### config.mk
export PLATFORM = sky130hd
export DESIGN_NAME = medf_median9
export DESIGN_NICKNAME = d
export VERILOG_FILES = /design/src/rtl/medf_pkg.sv /design/src/rtl/medf_median9.sv
export SDC_FILE = /design/constraint.sdc
export NUM_CORES = 1
export LEC_CHECK = 0
export ABC_AREA = 1
export BUFFER_PORTS_ARGS = -buffer_cell sky130_fd_sc_hd__clkbuf_2
export CORE_MARGIN = 5
export CORE_UTILIZATION = 55
export CTS_CLUSTER_DIAMETER = 100
export CTS_CLUSTER_SIZE = 24
export DETAILED_ROUTE_END_ITERATION = 6
export GPL_ROUTABILITY_DRIVEN = 1
export PLACE_DENSITY = 0.75
export SETUP_SLACK_MARGIN = 0.4
export SLEW_MARGIN = 20
export SYNTH_ARGS = -nofsm -noshare
export SYNTH_HDL_FRONTEND = slang
export SYNTH_SLANG_ARGS = --single-unit
### constraint.sdc
create_clock -name clock -period 11.9 [get_ports clock]
set_input_delay 2.38 -clock clock [delete_from_list [all_inputs] [get_ports clock]]
set_output_delay 2.38 -clock clock [all_outputs]
set_load 0.005 [all_outputs]
### src/rtl/medf_pkg.sv
// Shared types, constants and compare helpers for the 3x3 median filter.
package medf_pkg;

   localparam int MAX_WIDTH_DEFAULT  = 2048;
   localparam int IMAGE_WIDTH_RESET  = 640;
   localparam int IMAGE_HEIGHT_RESET = 480;

   localparam int PIX_W       = 8;
   localparam int IMG_W_W     = 12;
   localparam int IMG_H_W     = 13;
   localparam int CSR_DATA_W  = 13;
   localparam int CSR_INDEX_W = 1;
   localparam int WIN_TAPS    = 9;
   localparam int FIFO_DEPTH  = 8;

   localparam logic [CSR_INDEX_W-1:0] CSR_IMAGE_WIDTH  = 1'b0;
   localparam logic [CSR_INDEX_W-1:0] CSR_IMAGE_HEIGHT = 1'b1;

   typedef logic [PIX_W-1:0] pix_type;
   typedef pix_type [WIN_TAPS-1:0] pix9_type;

   typedef struct packed {
      logic valid;
      logic last;
   } tag_type;

   function automatic pix_type min2(input pix_type a, input pix_type b);
      return (a < b) ? a : b;
   endfunction

   function automatic pix_type max2(input pix_type a, input pix_type b);
      return (a > b) ? a : b;
   endfunction

   function automatic pix_type med3(input pix_type a, input pix_type b, input pix_type c);
      return max2(min2(a, b), min2(max2(a, b), c));
   endfunction

endpackage

### src/rtl/medf_median9.sv
// Three-stage pipelined median of nine: row sorts, then max/med/min, then final med3.
module medf_median9 (
   input  logic                clock,
   input  logic                reset,
   input  medf_pkg::tag_type   in_tag,
   input  medf_pkg::pix9_type  in_pix,
   output medf_pkg::tag_type   out_tag,
   output medf_pkg::pix_type   out_median
);

   medf_pkg::tag_type tag_a_ff, tag_b_ff, tag_c_ff;
   medf_pkg::pix_type lo_ff [3], md_ff [3], hi_ff [3];
   medf_pkg::pix_type lo_in [3], md_in [3], hi_in [3];
   medf_pkg::pix_type max_lo_ff, med_md_ff, min_hi_ff;
   medf_pkg::pix_type max_lo_in, med_md_in, min_hi_in;
   medf_pkg::pix_type median_ff, median_in;

   // sort each window row
   always_comb begin
      for (int r = 0; r < 3; r++) begin
         lo_in[r] = medf_pkg::min2(medf_pkg::min2(in_pix[r*3], in_pix[r*3+1]), in_pix[r*3+2]);
         hi_in[r] = medf_pkg::max2(medf_pkg::max2(in_pix[r*3], in_pix[r*3+1]), in_pix[r*3+2]);
         md_in[r] = medf_pkg::med3(in_pix[r*3], in_pix[r*3+1], in_pix[r*3+2]);
      end
   end

   always_comb begin
      max_lo_in = medf_pkg::max2(medf_pkg::max2(lo_ff[0], lo_ff[1]), lo_ff[2]);
      med_md_in = medf_pkg::med3(md_ff[0], md_ff[1], md_ff[2]);
      min_hi_in = medf_pkg::min2(medf_pkg::min2(hi_ff[0], hi_ff[1]), hi_ff[2]);
      median_in = medf_pkg::med3(max_lo_ff, med_md_ff, min_hi_ff);
   end

   always_ff @(posedge clock) begin
      if (reset) begin
         tag_a_ff <= '0;
         tag_b_ff <= '0;
         tag_c_ff <= '0;
      end else begin
         tag_a_ff <= in_tag;
         tag_b_ff <= tag_a_ff;
         tag_c_ff <= tag_b_ff;
      end
   end

   always_ff @(posedge clock) begin
      for (int r = 0; r < 3; r++) begin
         lo_ff[r] <= lo_in[r];
         md_ff[r] <= md_in[r];
         hi_ff[r] <= hi_in[r];
      end
      max_lo_ff <= max_lo_in;
      med_md_ff <= med_md_in;
      min_hi_ff <= min_hi_in;
      median_ff <= median_in;
   end

   assign out_tag    = tag_c_ff;
   assign out_median = median_ff;

endmodule

# Word level (Yosys, flattened, before mapping)

Memories as Yosys holds them, arrays and structs flattened.
Index checks and enable logic that the tools add are counted.

Magnitude comparators: 30
Muxes and demuxes: 30

Operators with widths:

| operator     | number |
|---|---|
| $mux W8      | 30 |
| $gt A8 B8 Y1 | 15 |
| $lt A8 B8 Y1 | 15 |

Bits in registers: 38
Input bits: 76
Output and inout bits: 10
Memories kept: 3
Logic and storage cells: 73
Bits in writable memories: 72

Memories:

| name  | depth | width | read ports | clocked after memory_dff | wr ports | RTL line           | source |
|---|---|---|---|---|---|---|---|
| hi_ff | 3     | 8     | 3          | 0                        | 3        | medf_median9.sv:12 | `medf_pkg::pix_type lo_ff [3], md_ff [3], hi_ff [3];` |
| lo_ff | 3     | 8     | 3          | 0                        | 3        | medf_median9.sv:12 |  |
| md_ff | 3     | 8     | 3          | 0                        | 3        | medf_median9.sv:12 |  |

# Depth between registers and ports, before layout

Gate-level depths: netlist of run 1.

Depth in word-level cells: 6
Gate-level depth with buffers: 31
Depth with buffers taken out: 30

# Least setup slack after synthesis of run 1

Ideal clock, no wire load.

Path kind: input port to flip-flop
Start: input port in_pix[33] (netlist bit)
End: memory md_ff[0][13] (netlist bit)
Setup slack: 5.770 ns
Stages on the path: 27
Arrival time: 6.002 ns
Cell sequence: inv_1 -> ha_1 -> inv_1 -> nor2_1 -> nor2_1 -> o21ai_1 -> nand2_1 -> nand2_4 -> o21ai_4 -> buf_6 -> nand2_1 -> o21ai_2 -> ha_1 -> inv_1 -> nor2_1 -> nor2_1 -> o21a_1 -> o221ai_4 -> clkbuf_1 -> o21ai_1 -> ha_1 -> nand2_1 -> o21ai_0 -> nand2_1 -> a21oi_1 -> clkbuf_1 -> o21ai_1

RTL lines:

| element         | RTL line           | source |
|---|---|---|
| start, declared | medf_median9.sv:6  | `input medf_pkg::pix9_type in_pix,` |
| end, declared   | medf_median9.sv:12 |  |

==> results of run 1 <==
cell type report:
type                       instances  area, µm²  share of cell area
multi-input combinational       1037       6350               0.613
sequential                       110       2200               0.213
timing repair buffer              88        448              0.0433
clock inverter                     7       70.1             0.00677
tap                              225        282              0.0272
clock buffer                       9        225              0.0217
inverter                         207        777              0.0750
worst max-delay path, cell delays in order:
cell	delay (ns)
clkbuf_2	0.11
inv_1	0.05
ha_1	0.28
nand2_1	0.07
nor2_1	0.17
nand3_1	0.15
o21ai_4	0.45
o21ai_0	0.29
ha_1	0.36
nand2_1	0.10
inv_1	0.07
nand3_1	0.13
o221ai_4	0.44
o21ai_1	0.19
ha_1	0.31
inv_1	0.05
nor2_1	0.10
nor2_1	0.05
o21ai_0	0.14
nand2_1	0.07
a32oi_1	0.76
o21ai_0	0.28
through the flow:
| step | cell area [µm²] | util | cells | setup WS [ns] |
|---|---|---|---|---|
| detailed placement | 10000 | 0.589 | 1667 | 4.82 |
| global placement | 10000 | 0.589 | 1667 | 5.08 |
| global route | 10400 | 0.607 | 1683 | 4.65 |
| floorplan | 9440 | - | 1376 | 5.77 |
| CTS | 10300 | 0.607 | 1683 | 5.21 |
| finish | 10400 | 0.607 | 1683 | 5.09 |
cells by family after synthesis:
| logic type | synth area share |
|---|---|
| compound gates | 0.181 |
| fa+ha+maj | 0.224 |
| buf+inv | 0.0949 |
| flops | 0.233 |
| simple gates | 0.267 |
cells in the final DEF (no fill, tap or decap), types with 3 or more instances in the layout:
cell,netlist,final
nand3_1,80,80
nand2_4,17,17
dfxtp_1,110,110
o21ai_2,27,27
nor2_2,4,4
a21oi_1,82,82
a211oi_1,8,6
o21a_1,5,5
o221ai_4,3,3
and2_1,4,4
nand2_2,7,7
clkbuf_2,0,85
nand2_1,394,394
inv_1,203,203
o21ai_1,39,39
ha_1,169,169
a211oi_2,5,7
inv_6,0,4
nor2_1,76,76
o31ai_1,3,3
buf_4,0,3
o21ai_4,3,3
clkbuf_16,0,9
o21ai_0,94,94
per-layer routing:
| layer | wire length, µm | track usage | vias up |
|---|---|---|---|
| li1 | - | - | 4666 |
| met1 | 10800 | 0.312 | 3902 |
| met2 | 10400 | 0.381 | 167 |
| met3 | 929 | 0.0278 | 23 |
| met4 | 383 | 0.0643 | 0 |
| met5 | 0 | 0 | - |
path summary, 6_finish.rpt:
| kind | start | cells after the start | endpoint |
|---|---|---|---|
| setup / recovery | in_pix[15] | 22 | md_ff[0][5] |
| hold reg to reg | tag_a_ff[1] | 2 | tag_b_ff[1] |
| setup reg to reg | md_ff[0][15] | 23 | med_md_ff[0] |
| hold / removal | tag_a_ff[1] | 2 | tag_b_ff[1] |
state kept, by name (all words and copies together), names as in the netlist:
signal,cells
min_hi_ff,8
tag_a_ff,2
md_ff,24
out_median,8
tag_b_ff,2
out_tag,2
lo_ff,24
max_lo_ff,8
med_md_ff,8
hi_ff,24
==> run summary, run 1 <==
Achievable Freq -> 0.147 GHz
CP required -> 12.08 ns
Worst-path clk slew -> 0.08 ns
Post-Route WL -> 22500 µm
Max transition margin -> 0.303
Yosys cell types -> 36
WL per Instance -> 13.4 µm
WHS -> 0.405 ns
Post-Route Setup TNS -> 0 ns
Clock Tree Root -> clkbuf_16
largest net degree at the start of global routing -> 22
Total Routing Usage GR -> 0.229
layout cell share with drive strength beyond 1 -> 0.123
Sink Count -> 110
Avg Synthesized Cell Area -> 6.86 µm²
Skew-Pair Late Insertion Delay -> 0.36 ns
Synth Flop Type -> dfxtp_1
Gates resized, CTS repair -> 0
Area growth syn-to-layout -> 9.70%
DRC -> 0
Setup CP Type -> in2reg
TritonCTS Buffers -> 9
DRT Pass-1 Iters -> 5
die footprint -> 19900 µm²
Post-CTS Setup Repair Bufs -> 0
most common cell in the netlist -> nand2_1
vias per std cell -> 5.20
Max Cap Violations -> 0
Post-synth EDFFs -> 0
Clock Path Buffers -> 2
crit path DAT -> 6.99 ns
Buffers on Ports -> 85
Initial Utilization -> 0.553
Fill cells -> 1614
width of the chip -> 141 µm
CTS Hold Bufs -> 0
Worst setup SP type -> input pin
Mapped Cells -> 1376
antenna cells -> 0
R2R Setup Slk -> 6.95 ns
Synth area leaders -> dfxtp_1 (23%), ha_1 (22%), nand2_1 (16%)
Slew Viols, Final -> 0
total global routing overflow -> 0
sequential fraction of the synthesis area -> 0.233
Synth Register Bits -> 110
final period utilization -> 0.572
routability congestion estimate -> 0.889
first-pass GRT wire length -> 37500 µm
post-synth top area share -> 0.233
# H-tree levels -> 3
final critical-path required period -> 6.81 ns
worst hold path class -> reg2reg
number of antenna violations at the first check in global routing -> 0
Cell Area, Synth -> 9440 µm²
Synth Warn # -> 0
row count -> 48
Die Height -> 141 µm
DR iter-0 viols -> 506
CP Capture Type -> flop
vias in the first global route -> 7960
RSZ-0062 raised after global routing -> no
DP Wirelength -> 19100 µm
Critical Path Fanout Max -> 17
CORE AREA -> 17100 µm²
Hold Violations, Final -> 0
Post-synth ARST share -> 0
status -> finished clean
worst-margin pin slew -> 1.04 ns
Final nets -> 1698
TritonCTS clock tree -> done
Synth area leader -> dfxtp_1
num ports -> 86
top cells by count, synth -> nand2_1 (394), inv_1 (203), ha_1 (169)
antenna-violating nets left -> 0
vias post-DR -> 8758
post-synth net total -> 1621
Final Skew -> 0.0131 ns
final setup violation count -> 0
Power of run 1 is not shown: default switching activity piles up to over one toggle a cycle in this logic, so the estimate is an artifact.
==> run 2: changes to the inputs <==
Settings changed: ABC_AREA 1 to 0.
Clock period 11.9 ns to 6.7 ns, I/O delays scaled along.
==> run 2 against run 1 <==
  * Flip-flop and latch count did not move
  * Wire length fell by 9.2%
  * Die area fell by 3.7%
  * Clock-buffer cell count rose by 3
  * Register-to-register slack got worse by 5.8 ns
  * Final area fell by 2.8%
  * Sequential share of layout area rose by 0.62 points
  * Final cell count fell by 23%
==> run summary, run 2 <==
status -> finished clean (unchanged)
placed insts -> 1275 (was 1667)
RSZ-0062 raised after global routing -> no (unchanged)
TritonCTS clock tree -> done (unchanged)
# H-tree levels -> 3 (unchanged)
design area -> 10100 µm² (was 10400 µm²)
Synth area leader -> dfxtp_1 (unchanged)
Setup CP Type -> in2reg (unchanged)
total power -> 4990 µW
post-synth net total -> 1220 (was 1621)
crit path DAT -> 6.11 ns (was 6.99 ns)
Initial Utilization -> 0.554 (was 0.553)
Fill cells -> 1431 (was 1614)
Clock Path Buffers -> 2 (unchanged)
DRT met1 WL -> 9370 µm (was 10800 µm)
TritonCTS Buffers -> 9 (unchanged)
hold path start -> tag_a_ff[0] (was tag_a_ff[1])
first-pass GRT wire length -> 34000 µm (was 37500 µm)
Sink Count -> 110 (unchanged)
CP required -> 6.94 ns (was 12.08 ns)
met3 wire length -> 637 µm (was 929 µm)
Crit path max-delay family -> compound AO/OA/AOI/OAI gates (unchanged)
maximum vdd drop -> 0.365 mV
Hold Violations, Final -> 0 (unchanged)
Yosys cell types -> 49 (was 36)
DRC -> 0 (unchanged)
width of the chip -> 138 µm (was 141 µm)
Die Height -> 138 µm (was 141 µm)
Slew Viols, Final -> 0 (unchanged)
CP Capture Type -> flop (unchanged)
routability congestion estimate -> 0.935 (was 0.889)
Achievable Freq -> 0.171 GHz
largest net degree at the start of global routing -> 19 (was 22)
Synth Warn # -> 0 (unchanged)
worst hold path class -> reg2reg (unchanged)
Final Skew -> 0.00743 ns (was 0.0131 ns)
final period utilization -> 0.875
Synth Register Bits -> 110 (unchanged)
most common cell in the netlist -> ha_1 (was nand2_1)
layout cell share with drive strength beyond 1 -> 0.232 (was 0.123)
top cells by count, synth -> ha_1 (169), inv_1 (127), mux2_2 (123) (was nand2_1 (394), inv_1 (203), ha_1 (169))
met2 WL -> 9940 µm (was 10400 µm)
Largest regs -> hi_ff (24), lo_ff (24), md_ff (24) (unchanged)
Synth Flop Type -> dfxtp_1 (unchanged)
Final nets -> 1311 (was 1698)
vias per std cell -> 5.56 (was 5.20)
Internal -> 2760 µW
DP Wirelength -> 17200 µm (was 19100 µm)
commonest non-fill, non-tap cell in the layout -> ha_1 (was nand2_1)
DR iter-0 viols -> 352 (was 506)
Post-synth ARST share -> 0 (unchanged)
number of antenna violations at the first check in global routing -> 0 (unchanged)
Mapped Cells -> 975 (was 1376)
DRT Pass-1 Iters -> 4 (was 5)
commonest cells after routing, fill and taps aside -> ha_1 (169), inv_1 (127), mux2_2 (123) (was nand2_1 (394), inv_1 (203), ha_1 (169))
Buffers on Ports -> 85 (unchanged)
Clock Power Share -> 0.101
Max Cap Violations -> 0 (unchanged)
PnR worst setup slack -> 0.836 ns (was 5.09 ns)
reg2reg start -> md_ff[0][15] (unchanged)
final critical-path required period -> 5.86 ns
WL per Instance -> 15.8 µm (was 13.4 µm)
Post-Route Setup TNS -> 0 ns (unchanged)
Post-CTS Setup Repair Bufs -> 0 (unchanged)
row count -> 47 (was 48)
Post-Place Worst Slack -> 0.495 ns (was 4.82 ns)
Area growth syn-to-layout -> 11.1% (was 9.70%)
Power per Cell Area -> 496 nW/µm²
Final Instance Count excl. Fillers -> 1291 (was 1683)
Worst setup SP type -> input pin (unchanged)
vias post-DR -> 7173 (was 8758)
CORE AREA -> 16300 µm² (was 17100 µm²)
P_sw -> 2230 µW
Skew-Pair Late Insertion Delay -> 0.35 ns (was 0.36 ns)
register share of total power -> 0.217
vias in the first global route -> 7260 (was 7960)
num ports -> 86 (unchanged)
total global routing overflow -> 0 (unchanged)
Critical Path Fanout Max -> 9 (was 17)
post-synth top area share -> 0.243 (was 0.233)
WP buf/inv -> 4 (unchanged)
antenna cells -> 0 (unchanged)
Lkg Pwr -> 0.00517 µW
Avg Synthesized Cell Area -> 9.29 µm² (was 6.86 µm²)
Worst-path clk slew -> 0.07 ns (was 0.08 ns)
final setup violation count -> 0 (unchanged)
Max transition margin -> 0.342 (was 0.303)
CP startpoint -> in_pix[33] (was in_pix[15])
CP cell instances -> clkbuf_2 -> inv_1 -> ha_1 -> nor2b_1 -> o211ai_1 -> a21o_1 -> a21oi_2 -> buf_4 -> mux2_2 -> ha_1 -> a21o_1 -> a21o_1 -> a21oi_1 -> o21a_1 -> mux2_2 -> ha_1 -> nor2b_1 -> o21ai_0 -> a21oi_1 -> o21bai_1 -> a22oi_1 -> buf_4 -> nand2_1 -> o21a_1 (was clkbuf_2 -> inv_1 -> ha_1 -> nand2_1 -> nor2_1 -> nand3_1 -> o21ai_4 -> o21ai_0 -> ha_1 -> nand2_1 -> inv_1 -> nand3_1 -> o221ai_4 -> o21ai_1 -> ha_1 -> inv_1 -> nor2_1 -> nor2_1 -> o21ai_0 -> nand2_1 -> a32oi_1 -> o21ai_0)
Comb pwr share -> 0.681
dpl cell area -> 9770 µm² (was 10000 µm²)
Post-synth EDFFs -> 0 (unchanged)
die footprint -> 19100 µm² (was 19900 µm²)
worst-margin pin slew -> 0.977 ns (was 1.04 ns)
Synth area leaders -> dfxtp_1 (24%), ha_1 (23%), mux2_2 (15%) (was dfxtp_1 (23%), ha_1 (22%), nand2_1 (16%))
Slowest-stage cell, CP -> o21a_1 (was a32oi_1)
Cell Area, Synth -> 9060 µm² (was 9440 µm²)
antenna-violating nets left -> 0 (unchanged)
Post-Route WL -> 20400 µm (was 22500 µm)
CP peak stage delay -> 0.46 ns (was 0.76 ns)
sequential fraction of the synthesis area -> 0.243 (was 0.233)
Total Routing Usage GR -> 0.212 (was 0.229)
sw frac -> 0.446
Clock Tree Root -> clkbuf_16 (unchanged)
uppermost layer routed -> met4 (unchanged)
[run 2: power by group through the flow]
stage	logic, µW	clock network [µW]	registers, µW
floorplan	2660	0	1020
global placement	3270	0	1090
detailed placement	3350	0	1090
CTS	3410	512	1080
global route	3840	539	1110
finish	3400	505	1080
[run 2: area by class of cell]
type,count,area (µm²),share of cell area
clock buffers,12,256,0.0255
clock inverters,4,31.3,0.00311
inverters,127,477,0.0474
multi-input cells,725,6340,0.630
flip-flops and latches,110,2200,0.219
well taps,220,275,0.0274
repair buffers,93,485,0.0482
[run 2: repair_timing]
item	CTS	global route
endpoints found under the setup margin	0	1
resized for setup	0	1
hold buffers	0	0
[run 2: final timing paths]
path | to | slack [ns] | depth (start not counted)
worst max-delay path | md_ff[0][8] | 0.84 | 24
worst min register to register | tag_b_ff[0] | 0.44 | 1
worst min-delay path | tag_b_ff[0] | 0.44 | 1
worst max register to register | med_md_ff[0] | 1.20 | 20
[run 2: logic make-up (layout without fill, tap and decap cells)]
family,Yosys count,count (layout),share of synthesized area
fa+ha+maj,169,169,0.233
compound gates,208,208,0.153
simple gates,164,164,0.0913
flops,110,110,0.243
mux,184,184,0.221
buf+inv,140,236,0.0581
[run 2: routing by layer]
layer	vias to the layer above	global-route usage
met2	115	0.378
met1	3324	0.266
met3	29	0.0238
li1	3705	-
met5	-	0
met4	0	0.0686
[run 2: worst register-to-register path, cell delays in order, from the launching register on]
cell,delay (ns)
dfxtp_1,0.37
inv_1,0.06
ha_1,0.30
a21oi_1,0.16
o21ai_0,0.14
nor2b_1,0.18
nor2_1,0.50
mux2_2,0.43
ha_1,0.32
a21oi_1,0.20
a21oi_1,0.10
nor3_1,0.28
or4b_1,0.48
nand3_2,0.25
mux2i_1,0.14
ha_1,0.31
nand4_1,0.14
o21bai_1,0.19
a22oi_1,0.43
buf_4,0.25
mux2i_1,0.21
[run 2: metrics by stage]
step	hold WS (ns)	utilization
after floorplan	0.414	-
after global placement	0.417	0.598
after detailed placement	0.426	0.598
after CTS	0.443	0.615
after global routing	0.458	0.616
final	0.438	0.616
Note: power is estimated with default switching activity, not from simulation.
==> run 3: changes to the inputs <==
Settings changed: CORE_ASPECT_RATIO from default to 1.75.
==> run 3 against run 2 <==
  * Clock skew rose by 0.0064 ns
  * Worst hold slack better by 0.0056 ns
  * Critical path depth down 2
  * Clock-buffer cell count decreased by 3
  * Fmax shrank 0.11%
  * Power is 0.35% higher
  * Die area up 0.53%
  * Combinational power hardly changed
  * Via count up 1.7%
  * Global-route usage up 1.4 points
  * Final area decreased by 0.42%
  * Sequential power about the same
==> run summary, run 3 (synthesized netlist as in run 2, its figures left out) <==
status -> finished clean (unchanged)
DRC -> 0 (unchanged)
DP Wirelength -> 18100 µm (was 17200 µm)
final period utilization -> 0.876 (was 0.875)
Worst-path clk slew -> 0.07 ns (about the same)
antenna-violating nets left -> 0 (unchanged)
Max Cap Violations -> 0 (unchanged)
routability congestion estimate -> 0.957 (was 0.935)
maximum vdd drop -> 0.372 mV (was 0.365 mV)
num ports -> 86 (unchanged)
Initial Utilization -> 0.556 (was 0.554)
CP Capture Type -> flop (unchanged)
Post-Route WL -> 21400 µm (was 20400 µm)
multi-input logic area -> 6340 µm² (unchanged)
largest net degree at the start of global routing -> 19 (unchanged)
Max transition margin -> 0.331 (was 0.342)
TritonCTS clock tree -> done (unchanged)
RSZ-0062 raised after global routing -> no (unchanged)
R2R Setup Slk -> 0.92 ns (was 1.20 ns)
gr busiest metal -> met2 (unchanged)
Worst setup SP type -> input pin (unchanged)
Achievable Freq -> 0.170 GHz (was 0.171 GHz)
CP cell instances -> clkbuf_2 -> inv_1 -> ha_1 -> nor2b_1 -> o211ai_1 -> a21o_1 -> a21oi_2 -> buf_4 -> mux2_2 -> ha_1 -> nor2b_1 -> o21ai_0 -> nand2b_1 -> a21oi_1 -> o21ai_0 -> buf_4 -> mux2i_1 -> ha_1 -> nand4_1 -> o21bai_1 -> a22oi_1 -> o21ai_0 (was clkbuf_2 -> inv_1 -> ha_1 -> nor2b_1 -> o211ai_1 -> a21o_1 -> a21oi_2 -> buf_4 -> mux2_2 -> ha_1 -> a21o_1 -> a21o_1 -> a21oi_1 -> o21a_1 -> mux2_2 -> ha_1 -> nor2b_1 -> o21ai_0 -> a21oi_1 -> o21bai_1 -> a22oi_1 -> buf_4 -> nand2_1 -> o21a_1)
Post-Place Worst Slack -> 0.332 ns (was 0.495 ns)
Lkg Pwr -> 0.00517 µW (about the same)
DRT Pass-1 Iters -> 5 (was 4)
commonest cells after routing, fill and taps aside -> ha_1 (169), inv_1 (127), mux2_2 (123) (unchanged)
final setup violation count -> 0 (unchanged)
die footprint -> 19200 µm² (was 19100 µm²)
first-pass GRT wire length -> 35000 µm (was 34000 µm)
CP required -> 6.86 ns (was 6.94 ns)
vias in the first global route -> 7415 (was 7260)
Final Skew -> 0.0138 ns (was 0.00743 ns)
Critical Path Fanout Max -> 15 (was 9)
final critical-path required period -> 5.87 ns (was 5.86 ns)
Largest regs -> hi_ff (24), lo_ff (24), md_ff (24) (unchanged)
Clock Tree Root -> clkbuf_16 (unchanged)
Critical R2R Capture -> med_md_ff[2] (was med_md_ff[0])
crit path DAT -> 6.03 ns (was 6.11 ns)
Post-Route Setup TNS -> 0 ns (unchanged)
worst-margin pin slew -> 1.00 ns (was 0.977 ns)
PnR worst setup slack -> 0.830 ns (was 0.836 ns)
WL per Instance -> 17.0 µm (was 15.8 µm)
reg2reg start -> md_ff[0][15] (unchanged)
Fill cells -> 1414 (was 1431)
commonest non-fill, non-tap cell in the layout -> ha_1 (unchanged)
total global routing overflow -> 0 (unchanged)
antenna cells -> 0 (unchanged)
TritonCTS Buffers -> 9 (unchanged)
hold path start -> tag_b_ff[1] (was tag_a_ff[0])
width of the chip -> 107 µm (was 138 µm)
Slowest-stage cell, CP -> a22oi_1 (was o21a_1)
worst hold path class -> reg2reg (unchanged)
Hold Violations, Final -> 0 (unchanged)
Slew Viols, Final -> 0 (unchanged)
grt met3 use -> 0.0266 (was 0.0238)
hold endpoint -> out_tag[1] (was tag_b_ff[0])
FF+latch area -> 2200 µm² (unchanged)
Clock Path Buffers -> 2 (unchanged)
Die Height -> 180 µm (was 138 µm)
Power per Cell Area -> 500 nW/µm² (was 496 nW/µm²)
Skew-Pair Late Insertion Delay -> 0.35 ns (about the same)
row count -> 62 (was 47)
Area growth syn-to-layout -> 10.6% (was 11.1%)
Sink Count -> 110 (unchanged)
CP peak stage delay -> 0.80 ns (was 0.46 ns)
number of antenna violations at the first check in global routing -> 0 (unchanged)
Hold Path Cell Cnt -> 1 (unchanged)
layout cell share with drive strength beyond 1 -> 0.231 (was 0.232)
vias per std cell -> 5.79 (was 5.56)
Buffers on Ports -> 85 (unchanged)
Final nets -> 1309 (was 1311)
Total Routing Usage GR -> 0.225 (was 0.212)
DR iter-0 viols -> 246 (was 352)
met2 Track Usage GR -> 0.417 (was 0.378)
Setup CP Type -> in2reg (unchanged)
met1 Use GR -> 0.228 (was 0.266)
# H-tree levels -> 3 (unchanged)
vias post-DR -> 7297 (was 7173)
depth of the worst register-to-register path -> 20 (unchanged)
CORE AREA -> 16300 µm² (about the same)
==> run 3: area by class of cell <==
class                   instances  area share
multi-input cells             725       0.632
flip-flops and latches        110       0.220
inverters                     127      0.0476
well taps                     192      0.0240
clock inverters                 7     0.00724
repair buffers                 91      0.0467
clock buffers                   9      0.0225
==> run 3: critical path: cells and delay by family <==
kind            cells  cell delay, ns
fa+ha+maj           3            0.89
mux                 2            0.51
compound gates      9            2.27
simple gates        4            0.47
buf+inv             4            0.55
==> run 3: how the worst max path moves through the flow <==
stage,to,from,slack (ns)
floorplan,md_ff[0][11],in_pix[33],1.0
global placement,md_ff[0][21],in_pix[59],0.46
global route,med_md_ff[2],md_ff[0][15],0.46
finish,md_ff[0][7],in_pix[9],0.83
detailed placement,md_ff[0][16],in_pix[59],0.33
CTS,md_ff[0][16],in_pix[59],0.70
==> run 3: what timing repair did <==
| item | CTS | global route |
|---|---|---|
| resized for setup | 0 | 1 |
| hold buffers | 0 | 0 |
| setup buffers | 0 | 0 |
| setup endpoints to repair | 0 | 1 |
| hold endpoints to repair | 0 | 0 |
==> run 3: per-layer routing <==
| metal | vias to the layer above | part of all wire |
|---|---|---|
| li1 | 3692 | - |
| met1 | 3375 | 0.37 |
| met2 | 160 | 0.52 |
| met3 | 70 | 0.028 |
| met4 | 0 | 0.075 |
| met5 | - | 0 |
==> run 3: per-stage QoR <==
step	cells	hold slack (ns)	total power (µW)	cell area, µm²	util
2_1_floorplan	975	0.414	3690	9060	-
3_3_place_gp	1244	0.421	4380	9710	0.596
3_5_place_dp	1244	0.428	4450	9710	0.596
4_1_cts	1260	0.450	5010	10000	0.615
5_1_grt	1261	0.461	5540	10000	0.615
6_report	1261	0.444	5010	10000	0.615
==> run 3: where the power goes <==
group	internal, µW	switching (µW)	total (µW)
sequential	919	150	1070
combinational	1540	1880	3420
clock	290	230	520
